File: config.mk
export PLATFORM = sky130hd
export DESIGN_NAME = cbor_lwm2m_map_decoder_flat
export DESIGN_NICKNAME = d
export VERILOG_FILES = /design/src/design/clmd_pkg.sv /design/src/design/clmd_stream_if.sv /design/src/design/clmd_event_queue.sv /design/src/design/cbor_lwm2m_map_decoder.sv /design/src/flat_wrapper.sv
export SDC_FILE = /design/constraint.sdc
export NUM_CORES = 1
export LEC_CHECK = 0
export BUFFER_PORTS_ARGS = -buffer_cell sky130_fd_sc_hd__buf_2
export CAP_MARGIN = 20
export CORE_ASPECT_RATIO = 1.5
export CORE_UTILIZATION = 55
export CTS_BUF_LIST = sky130_fd_sc_hd__clkbuf_16
export DETAILED_ROUTE_END_ITERATION = 8
export PLACE_DENSITY = 0.76
export SYNTH_ARGS = -nofsm -noshare
export SYNTH_HDL_FRONTEND = slang
export SYNTH_SLANG_ARGS = --single-unit
File: constraint.sdc
create_clock -name clock -period 6.9 [get_ports clock]
set_input_delay 0.69 -clock clock [delete_from_list [all_inputs] [get_ports clock]]
set_output_delay 0.69 -clock clock [all_outputs]
set_load 0.1 [all_outputs]
File: src/design/clmd_pkg.sv
// Package for the CBOR LwM2M map decoder: beat payloads, parse phases,
// event codes, CBOR header constants and key tables. No dependencies.
package clmd_pkg;

   // Result queue depth and its fill count width
   localparam int unsigned QUEUE_DEPTH = 4;
   localparam int unsigned QCNT_BITS   = $clog2(QUEUE_DEPTH + 1);

   // CBOR header constants
   localparam logic [7:0] MAJOR_MASK  = 8'he0;
   localparam logic [7:0] INFO_MASK   = 8'h1f;
   localparam logic [7:0] MAJOR_UINT  = 8'h00;
   localparam logic [7:0] MAJOR_NINT  = 8'h20;
   localparam logic [7:0] MAJOR_BYTES = 8'h40;
   localparam logic [7:0] MAJOR_TEXT  = 8'h60;
   localparam logic [7:0] MAJOR_MAP   = 8'ha0;
   localparam logic [7:0] SIMPLE_TRUE = 8'hf5;
   localparam logic [4:0] AI_INLINE_MAX = 5'd23;
   localparam logic [4:0] AI_ONE_BYTE   = 5'd24;
   localparam logic [4:0] AI_TWO_BYTE   = 5'd25;
   localparam logic [4:0] AI_FOUR_BYTE  = 5'd26;
   localparam logic [4:0] AI_EIGHT_BYTE = 5'd27;

   typedef struct packed {
      logic [7:0]  data_byte;
      logic        first_byte;
      logic [15:0] msg_length;
   } req_payload_type;

   typedef struct packed {
      logic [2:0]  event_kind;
      logic [4:0]  field_key;
      logic [63:0] field_value;
      logic        end_of_field;
   } rsp_payload_type;

   typedef enum logic [2:0] {
      PH_IDLE    = 3'd0,
      PH_MAP_ARG = 3'd1,
      PH_KEY_HDR = 3'd2,
      PH_KEY_ARG = 3'd3,
      PH_VAL_HDR = 3'd4,
      PH_VAL_ARG = 3'd5,
      PH_STR     = 3'd6
   } phase_type;

   typedef enum logic [2:0] {
      EV_NUM   = 3'd0,
      EV_TEXT  = 3'd1,
      EV_OCTET = 3'd2,
      EV_EMPTY = 3'd3,
      EV_FLAG  = 3'd4,
      EV_OK    = 3'd5,
      EV_FAIL  = 3'd6
   } event_kind_type;

   typedef enum logic [2:0] {
      CL_NONE  = 3'd0,
      CL_NUM   = 3'd1,
      CL_TEXT  = 3'd2,
      CL_OCTET = 3'd3,
      CL_FLAG  = 3'd4
   } key_class_type;

   // Classify a full-width key value
   function automatic key_class_type key_class(input logic [63:0] k);
      key_class_type cls;
      cls = CL_NONE;
      if (k[63:5] == '0) begin
         unique case (k[4:0])
            5'd0, 5'd1, 5'd3, 5'd5, 5'd11, 5'd20, 5'd21: cls = CL_NUM;
            5'd2, 5'd6, 5'd10, 5'd12, 5'd13:             cls = CL_TEXT;
            5'd4:                                        cls = CL_OCTET;
            5'd14:                                       cls = CL_FLAG;
            default:                                     cls = CL_NONE;
         endcase
      end
      return cls;
   endfunction

   // Mask a numeric value to the width of its key's field
   function automatic logic [63:0] trunc_value(input logic [4:0] k, input logic [63:0] v);
      logic [63:0] r;
      unique case (k)
         5'd0, 5'd5:   r = {56'd0, v[7:0]};
         5'd3:         r = {48'd0, v[15:0]};
         5'd11, 5'd20: r = {32'd0, v[31:0]};
         default:      r = v;
      endcase
      return r;
   endfunction

   // Argument bytes that follow a header with this additional info
   function automatic logic [3:0] arg_need(input logic [4:0] ai);
      logic [3:0] n;
      unique case (ai)
         AI_ONE_BYTE:   n = 4'd1;
         AI_TWO_BYTE:   n = 4'd2;
         AI_FOUR_BYTE:  n = 4'd4;
         AI_EIGHT_BYTE: n = 4'd8;
         default:       n = 4'd0;
      endcase
      return n;
   endfunction

endpackage

File: src/design/clmd_stream_if.sv
// Valid/ready channel interfaces for the decoder's byte input and event output.
// Depends on clmd_pkg for the payload types.
interface clmd_req_if;
   logic                      valid;
   logic                      ready;
   clmd_pkg::req_payload_type data;

   modport source (output valid, output data, input ready);
   modport sink   (input valid, input data, output ready);
endinterface

interface clmd_rsp_if;
   logic                      valid;
   logic                      ready;
   clmd_pkg::rsp_payload_type data;

   modport source (output valid, output data, input ready);
   modport sink   (input valid, input data, output ready);
endinterface

File: src/design/clmd_event_queue.sv
// Small shift queue of decoded events in front of the response channel.
// Takes up to two events per cycle; depends on clmd_pkg and clmd_rsp_if.
module clmd_event_queue (
   input  logic                            clock,
   input  logic                            reset,
   input  logic [1:0]                      push_count,
   input  clmd_pkg::rsp_payload_type [1:0] push_data,
   output logic                            has_room,
   clmd_rsp_if.source                      rsp_bus
);

   localparam int unsigned DEPTH = clmd_pkg::QUEUE_DEPTH;
   localparam int unsigned CNT_W = clmd_pkg::QCNT_BITS;

   clmd_pkg::rsp_payload_type slot_ff [DEPTH];
   clmd_pkg::rsp_payload_type slot_in [DEPTH];
   logic [CNT_W-1:0]          count_ff;
   logic [CNT_W-1:0]          count_in;
   logic [CNT_W-1:0]          count_pop;
   logic                      pop;

   assign pop      = rsp_bus.valid && rsp_bus.ready;
   assign has_room = (count_ff <= CNT_W'(DEPTH - 2));

   assign rsp_bus.valid = (count_ff != '0);
   assign rsp_bus.data  = slot_ff[0];

   // Shift out the delivered beat, then append new events behind the backlog
   always_comb begin
      count_pop = count_ff - CNT_W'(pop);
      for (int i = 0; i < DEPTH; i++) begin
         slot_in[i] = slot_ff[i];
      end
      if (pop) begin
         for (int i = 0; i < DEPTH - 1; i++) begin
            slot_in[i] = slot_ff[i + 1];
         end
      end
      for (int i = 0; i < DEPTH; i++) begin
         if ((push_count != 2'd0) && (CNT_W'(i) == count_pop)) begin
            slot_in[i] = push_data[0];
         end
         if ((push_count == 2'd2) && (CNT_W'(i) == count_pop + CNT_W'(1))) begin
            slot_in[i] = push_data[1];
         end
      end
      count_in = count_pop + CNT_W'(push_count);
   end

   // Hold the slots; they need no reset
   always_ff @(posedge clock) begin
      for (int i = 0; i < DEPTH; i++) begin
         slot_ff[i] <= slot_in[i];
      end
   end

   always_ff @(posedge clock) begin
      if (reset) begin
         count_ff <= '0;
      end else begin
         count_ff <= count_in;
      end
   end

endmodule

File: src/design/cbor_lwm2m_map_decoder.sv
// CBOR LwM2M map decoder: one message byte per input beat, field and status events out.
// Events: a byte's events are registered into the event queue, behind any backlog, when its beat is accepted.
// Throughput: one byte per cycle; a byte that ends a field and the map gives two events,
//   and the 4-entry event queue takes a byte only while two entries are free.
// Reset: synchronous, active high; clears the parse state to idle and empties the queue.
// Depends on clmd_pkg, clmd_stream_if and clmd_event_queue.
module cbor_lwm2m_map_decoder #(
   parameter int unsigned LEN_BITS = 16
) (
   input  logic      clock,
   input  logic      reset,
   clmd_req_if.sink  req_bus,
   clmd_rsp_if.source rsp_bus
);

   // Parse state
   clmd_pkg::phase_type phase_ff, phase_in;
   logic [63:0]         entries_ff, entries_in;
   logic [LEN_BITS-1:0] bytes_ff, bytes_in;
   logic [3:0]          arg_left_ff, arg_left_in;
   logic [63:0]         accum_ff, accum_in;
   logic [4:0]          key_ff, key_in;
   logic                known_ff, known_in;
   logic [LEN_BITS-1:0] str_left_ff, str_left_in;
   logic                is_text_ff, is_text_in;

   // Step decode
   logic                      accept;
   logic [7:0]                cur_byte;
   logic [7:0]                major;
   logic [4:0]                info;
   logic [3:0]                need;
   logic [63:0]               hdr_val;
   logic [LEN_BITS-1:0]       msg_len;
   logic [LEN_BITS-1:0]       base_len;
   logic [LEN_BITS-1:0]       bl;
   logic                      hdr_go;
   logic [63:0]               shifted;
   logic [3:0]                arg_next;
   logic [LEN_BITS-1:0]       str_next;
   clmd_pkg::key_class_type   val_cls;
   logic                      do_key;
   logic [63:0]               key_val;
   logic                      key_known_arg;
   logic                      key_known;
   logic                      do_vdone;
   logic [63:0]               vd_val;
   logic                      do_finish;
   logic                      do_check;
   logic                      chk_empty;

   // Events
   logic                            field_valid;
   clmd_pkg::rsp_payload_type       field_ev;
   logic                            status_valid;
   clmd_pkg::event_kind_type        status_kind;
   clmd_pkg::rsp_payload_type       status_ev;
   logic [1:0]                      push_count;
   clmd_pkg::rsp_payload_type [1:0] push_data;
   logic                            has_room;

   assign accept        = req_bus.valid && req_bus.ready;
   assign req_bus.ready = has_room;

   // Header fields of the current byte
   assign cur_byte = req_bus.data.data_byte;
   assign major    = cur_byte & clmd_pkg::MAJOR_MASK;
   assign info     = 5'(cur_byte & clmd_pkg::INFO_MASK);
   assign need     = clmd_pkg::arg_need(info);
   assign hdr_val  = (info <= clmd_pkg::AI_INLINE_MAX) ? {59'd0, info} : 64'd0;
   assign msg_len  = LEN_BITS'(req_bus.data.msg_length);
   assign base_len = req_bus.data.first_byte ? msg_len : bytes_ff;
   assign bl       = base_len - LEN_BITS'(1);
   assign hdr_go   = (need != 4'd0) && (bl >= LEN_BITS'(need));
   assign shifted  = {accum_ff[55:0], cur_byte};
   assign arg_next = arg_left_ff - 4'(arg_left_ff != 4'd0);
   assign str_next = str_left_ff - LEN_BITS'(str_left_ff != '0);
   assign val_cls  = known_ff ? clmd_pkg::key_class({59'd0, key_ff}) : clmd_pkg::CL_NONE;

   // Next parse state and events for the accepted beat
   always_comb begin
      phase_in      = phase_ff;
      entries_in    = entries_ff;
      bytes_in      = bytes_ff;
      arg_left_in   = arg_left_ff;
      accum_in      = accum_ff;
      key_in        = key_ff;
      known_in      = known_ff;
      str_left_in   = str_left_ff;
      is_text_in    = is_text_ff;
      field_valid   = 1'b0;
      field_ev      = '0;
      status_valid  = 1'b0;
      status_kind   = clmd_pkg::EV_OK;
      do_key        = 1'b0;
      key_val       = '0;
      key_known_arg = 1'b0;
      key_known     = 1'b0;
      do_vdone      = 1'b0;
      vd_val        = '0;
      do_finish     = 1'b0;
      do_check      = 1'b0;
      chk_empty     = 1'b0;

      if (accept) begin
         if (req_bus.data.first_byte) begin
            // Start a new message: drop whatever was in progress
            entries_in  = '0;
            arg_left_in = '0;
            accum_in    = '0;
            key_in      = '0;
            known_in    = 1'b0;
            str_left_in = '0;
            is_text_in  = 1'b0;
            bytes_in    = msg_len;
            if ((msg_len == '0) || (major != clmd_pkg::MAJOR_MAP)) begin
               status_valid = 1'b1;
               status_kind  = clmd_pkg::EV_FAIL;
               phase_in     = clmd_pkg::PH_IDLE;
            end else begin
               bytes_in = bl;
               if (hdr_go) begin
                  phase_in    = clmd_pkg::PH_MAP_ARG;
                  arg_left_in = need;
               end else begin
                  entries_in = hdr_val;
                  accum_in   = hdr_val;
                  do_check   = 1'b1;
                  chk_empty  = (hdr_val == '0);
               end
            end
         end else if (phase_ff != clmd_pkg::PH_IDLE) begin
            if (bytes_ff == '0) begin
               phase_in = clmd_pkg::PH_IDLE;
            end else begin
               bytes_in = bl;
               unique case (phase_ff)
                  clmd_pkg::PH_MAP_ARG, clmd_pkg::PH_KEY_ARG, clmd_pkg::PH_VAL_ARG: begin
                     // Collect one argument byte, big endian
                     accum_in    = shifted;
                     arg_left_in = arg_next;
                     if (arg_next == 4'd0) begin
                        if (phase_ff == clmd_pkg::PH_MAP_ARG) begin
                           entries_in = shifted;
                           do_check   = 1'b1;
                           chk_empty  = (shifted == '0);
                        end else if (phase_ff == clmd_pkg::PH_KEY_ARG) begin
                           do_key        = 1'b1;
                           key_val       = shifted;
                           key_known_arg = known_ff;
                        end else begin
                           do_vdone = 1'b1;
                           vd_val   = shifted;
                        end
                     end
                  end
                  clmd_pkg::PH_KEY_HDR: begin
                     if ((major != clmd_pkg::MAJOR_UINT) && (major != clmd_pkg::MAJOR_NINT)) begin
                        status_valid = 1'b1;
                        status_kind  = clmd_pkg::EV_FAIL;
                        phase_in     = clmd_pkg::PH_IDLE;
                     end else begin
                        known_in = (major == clmd_pkg::MAJOR_UINT);
                        if (hdr_go) begin
                           phase_in    = clmd_pkg::PH_KEY_ARG;
                           accum_in    = '0;
                           arg_left_in = need;
                        end else begin
                           accum_in      = hdr_val;
                           do_key        = 1'b1;
                           key_val       = hdr_val;
                           key_known_arg = (major == clmd_pkg::MAJOR_UINT);
                        end
                     end
                  end
                  clmd_pkg::PH_VAL_HDR: begin
                     if ((val_cls == clmd_pkg::CL_NUM) ||
                         ((val_cls == clmd_pkg::CL_TEXT) && (major == clmd_pkg::MAJOR_TEXT)) ||
                         ((val_cls == clmd_pkg::CL_OCTET) && (major == clmd_pkg::MAJOR_BYTES))) begin
                        if (val_cls != clmd_pkg::CL_NUM) begin
                           is_text_in = (val_cls == clmd_pkg::CL_TEXT);
                        end
                        if (hdr_go) begin
                           phase_in    = clmd_pkg::PH_VAL_ARG;
                           accum_in    = '0;
                           arg_left_in = need;
                        end else begin
                           accum_in = hdr_val;
                           do_vdone = 1'b1;
                           vd_val   = hdr_val;
                        end
                     end else if (val_cls == clmd_pkg::CL_FLAG) begin
                        field_valid           = 1'b1;
                        field_ev.event_kind   = clmd_pkg::EV_FLAG;
                        field_ev.field_key    = key_ff;
                        field_ev.field_value  = {63'd0, cur_byte == clmd_pkg::SIMPLE_TRUE};
                        field_ev.end_of_field = 1'b1;
                        do_finish             = 1'b1;
                     end else begin
                        do_finish = 1'b1;
                     end
                  end
                  clmd_pkg::PH_STR: begin
                     // Pass one string byte through
                     str_left_in           = str_next;
                     field_valid           = 1'b1;
                     field_ev.event_kind   = is_text_ff ? clmd_pkg::EV_TEXT : clmd_pkg::EV_OCTET;
                     field_ev.field_key    = key_ff;
                     field_ev.field_value  = {56'd0, cur_byte};
                     field_ev.end_of_field = (str_next == '0);
                     do_finish             = (str_next == '0);
                  end
                  default: begin
                     phase_in = clmd_pkg::PH_IDLE;
                  end
               endcase
            end
         end
      end

      // Key complete: keep it only if it names a known field
      if (do_key) begin
         key_known = key_known_arg && (clmd_pkg::key_class(key_val) != clmd_pkg::CL_NONE);
         known_in  = key_known;
         key_in    = key_known ? key_val[4:0] : 5'd0;
         if (bl == '0) begin
            status_valid = 1'b1;
            status_kind  = clmd_pkg::EV_FAIL;
            phase_in     = clmd_pkg::PH_IDLE;
         end else begin
            phase_in = clmd_pkg::PH_VAL_HDR;
         end
      end

      // Value argument complete: emit a number or an empty event, open a string, or skip an overlong one
      if (do_vdone) begin
         if (clmd_pkg::key_class({59'd0, key_ff}) == clmd_pkg::CL_NUM) begin
            field_valid           = 1'b1;
            field_ev.event_kind   = clmd_pkg::EV_NUM;
            field_ev.field_key    = key_ff;
            field_ev.field_value  = clmd_pkg::trunc_value(key_ff, vd_val);
            field_ev.end_of_field = 1'b1;
            do_finish             = 1'b1;
         end else if (vd_val > 64'(bl)) begin
            do_finish = 1'b1;
         end else if (vd_val == '0) begin
            field_valid           = 1'b1;
            field_ev.event_kind   = clmd_pkg::EV_EMPTY;
            field_ev.field_key    = key_ff;
            field_ev.field_value  = '0;
            field_ev.end_of_field = 1'b1;
            do_finish             = 1'b1;
         end else begin
            str_left_in = vd_val[LEN_BITS-1:0];
            phase_in    = clmd_pkg::PH_STR;
         end
      end

      // Entry complete: count it off
      if (do_finish) begin
         entries_in = entries_ff - 64'd1;
         do_check   = 1'b1;
         chk_empty  = (entries_ff == 64'd1);
      end

      // End of map when entries or bytes run out
      if (do_check) begin
         if (chk_empty || (bl == '0)) begin
            status_valid = 1'b1;
            status_kind  = clmd_pkg::EV_OK;
            phase_in     = clmd_pkg::PH_IDLE;
         end else begin
            phase_in = clmd_pkg::PH_KEY_HDR;
         end
      end
   end

   // Order the events: field first, status last
   always_comb begin
      status_ev              = '0;
      status_ev.event_kind   = status_kind;
      status_ev.end_of_field = 1'b1;
      push_data[0]           = field_valid ? field_ev : status_ev;
      push_data[1]           = status_ev;
      push_count             = 2'(field_valid) + 2'(status_valid);
   end

   // Parse state registers
   always_ff @(posedge clock) begin
      if (reset) begin
         phase_ff    <= clmd_pkg::PH_IDLE;
         entries_ff  <= '0;
         bytes_ff    <= '0;
         arg_left_ff <= '0;
         accum_ff    <= '0;
         key_ff      <= '0;
         known_ff    <= 1'b0;
         str_left_ff <= '0;
         is_text_ff  <= 1'b0;
      end else begin
         phase_ff    <= phase_in;
         entries_ff  <= entries_in;
         bytes_ff    <= bytes_in;
         arg_left_ff <= arg_left_in;
         accum_ff    <= accum_in;
         key_ff      <= key_in;
         known_ff    <= known_in;
         str_left_ff <= str_left_in;
         is_text_ff  <= is_text_in;
      end
   end

   clmd_event_queue u_event_queue (
      .clock      (clock),
      .reset      (reset),
      .push_count (push_count),
      .push_data  (push_data),
      .has_room   (has_room),
      .rsp_bus    (rsp_bus)
   );

`ifndef SYNTH
   // A second event in one beat is always the success status
   a_status_last: assert property (@(posedge clock) disable iff (reset)
      (push_count == 2'd2) |-> (push_data[1].event_kind == clmd_pkg::EV_OK))
      else $error("two events in one beat without a closing status");

   // A status event ends the message
   a_status_idles: assert property (@(posedge clock) disable iff (reset)
      status_valid |=> (phase_ff == clmd_pkg::PH_IDLE))
      else $error("parser not idle after a status event");

   // Input stalls only behind a backlog of events
   a_stall_backlog: assert property (@(posedge clock) disable iff (reset)
      !req_bus.ready |-> rsp_bus.valid)
      else $error("input stalled with an empty event queue");

   // Stray bytes while idle produce nothing
   a_idle_silent: assert property (@(posedge clock) disable iff (reset)
      (accept && !req_bus.data.first_byte && (phase_ff == clmd_pkg::PH_IDLE))
      |-> (push_count == 2'd0))
      else $error("event produced from a stray byte");
`endif

endmodule

File: src/flat_wrapper.sv
// flat-port wrapper written by rule: the top's interface ports become plain ports
module cbor_lwm2m_map_decoder_flat 
#(
   parameter int unsigned LEN_BITS = 16
)
  (clock, reset, req_bus_valid, req_bus_data, req_bus_ready, rsp_bus_valid, rsp_bus_data, rsp_bus_ready);
  clmd_req_if req_bus_i ();
  clmd_rsp_if rsp_bus_i ();
  input  logic clock;
  input  logic reset;
  input wire logic [$bits(req_bus_i.valid)-1:0] req_bus_valid;
  input wire logic [$bits(req_bus_i.data)-1:0] req_bus_data;
  output wire logic [$bits(req_bus_i.ready)-1:0] req_bus_ready;
  output wire logic [$bits(rsp_bus_i.valid)-1:0] rsp_bus_valid;
  output wire logic [$bits(rsp_bus_i.data)-1:0] rsp_bus_data;
  input wire logic [$bits(rsp_bus_i.ready)-1:0] rsp_bus_ready;
  assign req_bus_i.valid = req_bus_valid;
  assign req_bus_i.data = req_bus_data;
  assign req_bus_ready = req_bus_i.ready;
  assign rsp_bus_valid = rsp_bus_i.valid;
  assign rsp_bus_data = rsp_bus_i.data;
  assign rsp_bus_i.ready = rsp_bus_ready;
  cbor_lwm2m_map_decoder #(.LEN_BITS(LEN_BITS)) u_core (.clock(clock), .reset(reset), .req_bus(req_bus_i), .rsp_bus(rsp_bus_i));
endmodule
==> summary.txt, run 1 <==
Run status
  – Outcome: finished clean

Global routing
  – Met2 Track Usage GR: 0.542
  – Grt ovf: 0
  – Largest net degree at the start of global routing: 98
  – First-pass GRT wire length: approximately 120000 um
  – Initial antenna violation count: 0
  – Tot GR Track Use: 0.329
  – GR Util met3: 0.0497
  – Vias in the first global route: about 22000
  – Busiest grt layer: met2
  – Met1 usage: 0.397

Synthesis
  – Syn nets: roughly 3200
  – Yosys warnings: 0
  – Netlist cell types: between 80 and 90
  – Cells after Synth: around 3100
  – Post-synth ARST share: 0
  – Register area share after synthesis: 0.395
  – EDFF count, synth: 8
  – #FFs+latches synth: 464
  – Most used DFF post-synth: dfxtp_1
  – Post-Syn Area: 0.0237 mm^2
  – Avg Cell Area, Syn: ~7.7 um^2

Final layout
  – Final #Nets: 3068
  – Area growth, synth to finish: 9.56%
  – Share of cells above drive strength 1: 0.0918
  – Filler cell count: between 3000 and 4000
  – Inserted Diodes: 0
  – Multi-input gate area: approximately 0.013 mm^2
  – FF+latch area: ~0.0094 mm^2

STA
  – WHS: 0.433 ns
  – Slew Limit Fails: 0
  – Final Hold Viols: 0
  – Setup TNS Final: 0 ns
  – Slew HR: 0.340
  – Final setup vio count: 0
  – Post-layout min period: between 6 and 7 ns
  – Max frequency: 153 MHz
  – Slew @ Worst Pin: 0.976 ns
  – Setup WS post-layout: 0.376 ns
  – Part of the cycle the worst path needs: 0.945
  – RSZ-0062 raised after global routing: no
  – Clock skew: about 0.014 ns

Setup path
  – Crit. End Element: register
  – Req. time, crit path: 7.21 ns
  – Worst-path maximum fanout: 35
  – R2r worst-path depth: 26
  – WP data arrival: roughly 6.8 ns
  – Critical path type: reg2reg
  – Startpoint types: register

Worst hold path
  – Hold path depth: 3
  – Hold WC Path Type: in2reg

Clocking
  – Total CTS buffers: 45
  – CTS clk-pin slew, worst paths: 0.07 ns
  – H-Tree Depth: 2
  – CTS max path bufs: 3
  – TritonCTS clock tree: done
  – Hold buffers post-CTS: 0
  – Root Driver: clkbuf_16
  – CTS Sinks: ~460
  – Clock latency at the later pin of the worst-skew pair: roughly 0.57 ns

Drt
  – Iter 0 DRT Violations: 2651
  – Vias per Instance: roughly 6.5
  – Final wirelength: between 70000 and 80000 um
  – WL per Instance: 20.3 um
  – Post-route antenna net violation count: 0
  – Drt drc: 0
  – First-pass iteration count of the detailed router: 6
  – Total number of vias: around 23000

Die
  – Starting Density: 0.562
  – Die Ht: around 260 um
  – Die ar.: about 0.044 mm^2
  – Core area: roughly 0.042 mm^2
  – Row cnt: just over 90
  – Chip width: between 150 and 200 um
  – Ports: 104

Place
  – Port-buffer cells: 103
  – Pre-CTS WS: roughly 0.16 ns
  – GPL Wtd Cong: approximately 1.0
  – DP HPWL: roughly 48000 um

Run
  – Max-capacitance violation count: 0

Pwr
  – Total power: 8.84 mW
  – Total power per unit cell area: about 340 mW/mm^2
  – Peak supply drop: ~0.00024 V
  – Leak: a little over 10 nW
[layout by cell type, fill, tap and decap left out, drive strengths merged, types with 34 or more instances in the layout]
cell,synthesis,final
o21ai,105,105
nor2,299,299
mux2i,90,90
dfxtp,456,456
buf,49,169
ha,35,35
a21oi,385,385
a22o,44,44
nand2,477,477
a211oi,123,123
nor4,49,49
clkbuf,250,47
a31oi,109,109
nor3,89,89
inv,39,50
and3,34,34
nand3,100,100
[flip-flops by register name, indices dropped and copies added (netlist names), named ones only]
name                           cells
u_core.u_event_queue.slot_ff     292
u_core.u_event_queue.count_ff      3
u_core.str_left_ff                16
u_core.phase_ff                    3
u_core.key_ff                      5
u_core.arg_left_ff                 4
u_core.is_text_ff                  1
u_core.entries_ff                 64
u_core.bytes_ff                   16
u_core.known_ff                    1
u_core.accum_ff                   56
[Yosys cell counts (all sizes together) (29+ instances only)]
master	instances	share of area
mux2i	90	0.038
nand2	477	0.075
a31oi	109	0.029
inv	39	0.0062
a32o	29	0.012
buf	49	0.011
a21oi	385	0.082
o21ai	105	0.022
nand3	100	0.021
nor2	299	0.047
a211oi	123	0.039
a22o	44	0.016
ha	35	0.018
nor3	89	0.019
clkbuf	250	0.041
and3	34	0.0090
nor4	49	0.013
dfxtp	456	0.38
[final timing paths]
kind / slack [ns] / startpoint / to
max: 0.38 / u_core.arg_left_ff[3]$_SDFFE_PP0P_ / u_core.u_event_queue.slot_ff[3][71]$_DFFE_PP_
min: 0.43 / req_bus_data[8] / u_core.bytes_ff[8]$_SDFFE_PP0P_
max reg2reg: 0.38 / u_core.arg_left_ff[3]$_SDFFE_PP0P_ / u_core.u_event_queue.slot_ff[3][71]$_DFFE_PP_
min reg2reg: 0.46 / u_core.entries_ff[47]$_SDFFE_PP0P_ / u_core.entries_ff[47]$_SDFFE_PP0P_
[timing repair]
item | 4_1_cts | 5_1_grt
resized for setup | 0 | 11
setup endpoints to repair | 0 | 175
buffers inserted | 0 | 0
[final cells by class]
class	count	area share
clock buffer	46	0.0443
clock inverter	36	0.0116
inverter	39	0.00582
multi-input combinational	2283	0.505
sequential	464	0.360
tap	564	0.0271
timing repair buffer	170	0.0455
[metal layers]
layer | wire length, um | share of wire | vias up
li1 | - | - | 11000
met1 | 28600 | 0.39 | 11100
met2 | 35100 | 0.48 | 1035
met3 | 5080 | 0.069 | 280
met4 | 4500 | 0.061 | 0
met5 | 0 | 0 | -
[power breakdown]
group	leakage, nW	switching (mW)	internal, mW
Clock	0.733	1.07	1.40
Combinational	5.57	2.33	0.872
Sequential	3.78	0.179	2.99
[through the flow]
| step | area, um^2 | std cells | util |
|---|---|---|---|
| floorplan | 23700 | 3085 | - |
| global placement | 24500 | 3519 | 0.580 |
| detailed placement | 24500 | 3519 | 0.580 |
| CTS | 25900 | 3601 | 0.614 |
| global route | 26000 | 3602 | 0.615 |
| finish | 26000 | 3602 | 0.615 |
[worst max-delay path, stage by stage (launching register included)]
cell,delay (ns)
dfxtp_1,0.34
or4_1,0.52
ha_1,0.22
ha_1,0.30
nand3_1,0.12
or4_1,0.55
nor3_1,0.23
buf_4,0.23
and2_1,0.15
ha_1,0.26
a2111oi_0,0.35
o21ai_0,0.14
o2111ai_1,0.15
a21oi_1,0.11
a211o_1,0.30
o21ai_0,0.23
o211a_2,0.24
o211ai_1,0.12
a31oi_2,0.27
nor2_1,0.12
inv_1,0.09
ha_1,0.23
nand2_1,0.20
nor3_2,0.33
nor2_2,0.10
buf_12,0.18
a22o_1,0.20
[cell families (layout without fill, tap and decap cells)]
logic type | Yosys count | count (layout) | synth area share
multiplexers | 95 | 95 | 0.0403
adder cells (fa/ha/maj) | 36 | 36 | 0.0193
flip-flops | 464 | 464 | 0.395
AO/OA/AOI/OAI | 929 | 929 | 0.249
XOR/XNOR | 33 | 33 | 0.0122
AND/OR/NAND/NOR | 1190 | 1190 | 0.227
buffers and inverters | 338 | 291 | 0.0574
No activity file was read; power rests on OpenSTA's default activity.
==> run 2: changes to the inputs <==
- CORE_UTILIZATION: 55 -> 45
- PLACE_DENSITY: 0.76 -> 0.65
==> run 2 against run 1 <==
- critical path depth is 1 lower
- final area grew 1.3%
- non-clock buffer count is 10 higher
- die area grew 22%
- combinational power increased by 1%
- routed wire length grew 3.5%
- maximum frequency grew 0.46%
- highest routed layer unchanged
==> summary.txt, run 2 (same netlist as run 1, synthesis figures left out) <==
Final layout
  – Final #Nets: ~3100
  – Share of cells above drive strength 1: 0.0972
  – Inserted Diodes: 0
  – Area growth, synth to finish: 11.0%
  – Max reg flops: 292
  – Final Util: 0.508
  – Commonest cells after routing, fill and taps aside: nand2_1 (474), dfxtp_1 (456), a21oi_1 (382)
  – Most flop-heavy register: u_core.u_event_queue.slot_ff
  – Top flop regs: u_core.u_event_queue.slot_ff (292), u_core.entries_ff (64), u_core.accum_ff (56)
  – Filler cell count: 5117
  – Leading cell type in the layout, fill and taps excluded: nand2_1

Setup path
  – Worst-path maximum fanout: between 80 and 90
  – Req. time, crit path: 7.38 ns
  – Critical path type: reg2reg
  – Crit. End Element: register
  – Startpoint types: register
  – Flop-to-flop setup slack: 0.41 ns
  – WP data arrival: 6.97 ns

STA
  – Part of the cycle the worst path needs: 0.941
  – Max frequency: 154 MHz
  – Setup TNS Final: 0 ns
  – RSZ-0062 raised after global routing: no
  – Clock skew: 0.0213 ns
  – Slew HR: 0.299
  – Slew @ Worst Pin: ~1.1 ns
  – Final Hold Viols: 0
  – Post-layout min period: about 6.5 ns
  – Final setup vio count: 0
  – Slew Limit Fails: 0

Clocking
  – Hold buffers post-CTS: 0
  – Clock latency at the later pin of the worst-skew pair: around 0.60 ns
  – CTS Sinks: ~460
  – Total CTS buffers: 47
  – H-Tree Depth: 2
  – CTS clk-pin slew, worst paths: roughly 0.060 ns
  – Root Driver: clkbuf_16
  – TritonCTS clock tree: done
  – CTS max path bufs: 3

Global routing
  – Met1 usage: 0.341
  – Initial antenna violation count: 0
  – Tot GR Track Use: 0.277
  – First-pass GRT wire length: between 100000 and 150000 um
  – GR Util met3: 0.0301
  – Vias in the first global route: about 22000
  – Busiest grt layer: met2
  – Met2 Track Usage GR: 0.477
  – Grt ovf: 0
  – Largest net degree at the start of global routing: 95

Die
  – Starting Density: 0.458
  – Core area: 0.0518 mm^2
  – Die Ht: between 200 and 300 um
  – Row cnt: between 100 and 150
  – Die ar.: 0.0537 mm^2
  – Ports: 104
  – Chip width: about 190 um

Drt
  – First-pass iteration count of the detailed router: 6
  – Post-route antenna net violation count: 0
  – Vias per Instance: 6.18
  – WL per Instance: slightly above 20 um
  – Drt drc: 0
  – Total number of vias: roughly 23000
  – Final wirelength: around 76000 um
  – Iter 0 DRT Violations: about 1900

Worst hold path
  – Hold WC Path Type: in2reg

Pwr
  – Peak supply drop: 0.000378 V
  – Leak: 10.2 nW
  – Total power per unit cell area: 341 mW/mm^2

Run
  – Max-capacitance violation count: 0

Place
  – DP HPWL: a little over 50000 um
  – Port-buffer cells: 103
  – GPL Wtd Cong: 0.948

Run status
  – Outcome: finished clean
-- run 2: changes by cell type in the layout (fill, tap and decap cells not counted), moves of 2 or more --
| cell | previous run | this run |
|---|---|---|
| nor4_4 | 0 | 2 |
| buf_4 | 52 | 62 |
| clkinv_2 | 3 | 8 |
| nor4_2 | 5 | 3 |
| clkinvlp_4 | 4 | 2 |
-- run 2: final timing paths --
check	from	end	cells after the start
worst min-delay path	req_bus_data[8]	u_core.bytes_ff[8]$_SDFFE_PP0P_	3
worst max-delay path	u_core.arg_left_ff[3]$_SDFFE_PP0P_	u_core.u_event_queue.slot_ff[1][49]$_SDFFE_PP0P_	25
worst max register to register	u_core.arg_left_ff[3]$_SDFFE_PP0P_	u_core.u_event_queue.slot_ff[1][49]$_SDFFE_PP0P_	25
worst min register to register	u_core.u_event_queue.slot_ff[3][12]$_SDFFE_PP0N_	u_core.u_event_queue.slot_ff[3][12]$_SDFFE_PP0N_	1
-- run 2: cell type report --
| class | instances | area, um^2 | share of cell area |
|---|---|---|---|
| Multi-Input combinational cell | 2283 | 13100 | 0.499 |
| Timing Repair Buffer | 180 | 1290 | 0.0488 |
| Sequential cell | 464 | 9370 | 0.356 |
| Inverter | 39 | 151 | 0.00575 |
| Tap cell | 676 | 846 | 0.0321 |
| Clock buffer | 47 | 1180 | 0.0447 |
| Clock inverter | 41 | 354 | 0.0134 |
-- run 2: report_power, final --
part | total [mW] | switching (mW) | leakage [nW] | internal [mW]
Sequential | 3.17 | 0.178 | 3.78 | 2.99
Combinational | 3.24 | 2.35 | 5.64 | 0.884
Clock | 2.57 | 1.13 | 0.780 | 1.44
Total | 8.97 | 3.66 | 10.2 | 5.31
-- run 2: per-stage QoR --
stage | total power, mW | hold slack [ns] | cell area (um^2) | setup WS, ns | instances
global route | 9.40 | 0.418 | 26300 | 0.00404 | 3730
floorplan | 5.68 | 0.425 | 23700 | 0.000355 | 3085
detailed placement | 6.40 | 0.454 | 24700 | 0.359 | 3637
finish | 8.97 | 0.411 | 26300 | 0.406 | 3730
global placement | 6.35 | 0.440 | 24700 | 0.453 | 3637
CTS | 8.96 | 0.385 | 26200 | 0.297 | 3725
-- run 2: what timing repair did --
action                     4_1_cts  5_1_grt
resized for setup                0       10
setup buffers                    0        2
setup endpoints to repair        0      194
-- run 2: critical path, stage by stage, from the launching register on --
cell and delay [ns]:
dfxtp_1 0.33, or4_1 0.52, ha_1 0.21, ha_1 0.29
nand3_1 0.16, or4_1 0.60, nor3_2 0.27, buf_4 0.24
and2_1 0.18, ha_1 0.25, nand4_1 0.12, nor4_1 0.08
or3_1 0.31, a21oi_1 0.19, a211o_1 0.16, o21ai_0 0.10
o211ai_1 0.31, nand4_1 0.16, a31oi_1 0.28, nor2_1 0.14
ha_2 0.27, nor4_2 0.46, buf_12 0.37, a21oi_1 0.09
a31oi_1 0.17, nor2_1 0.05
-- run 2: per-layer routing --
| layer | up-vias | wire [um] |
|---|---|---|
| met2 | 842 | 37400 |
| met5 | - | 0 |
| li1 | 11000 | - |
| met3 | 209 | 4040 |
| met1 | 11100 | 30600 |
| met4 | 0 | 3680 |
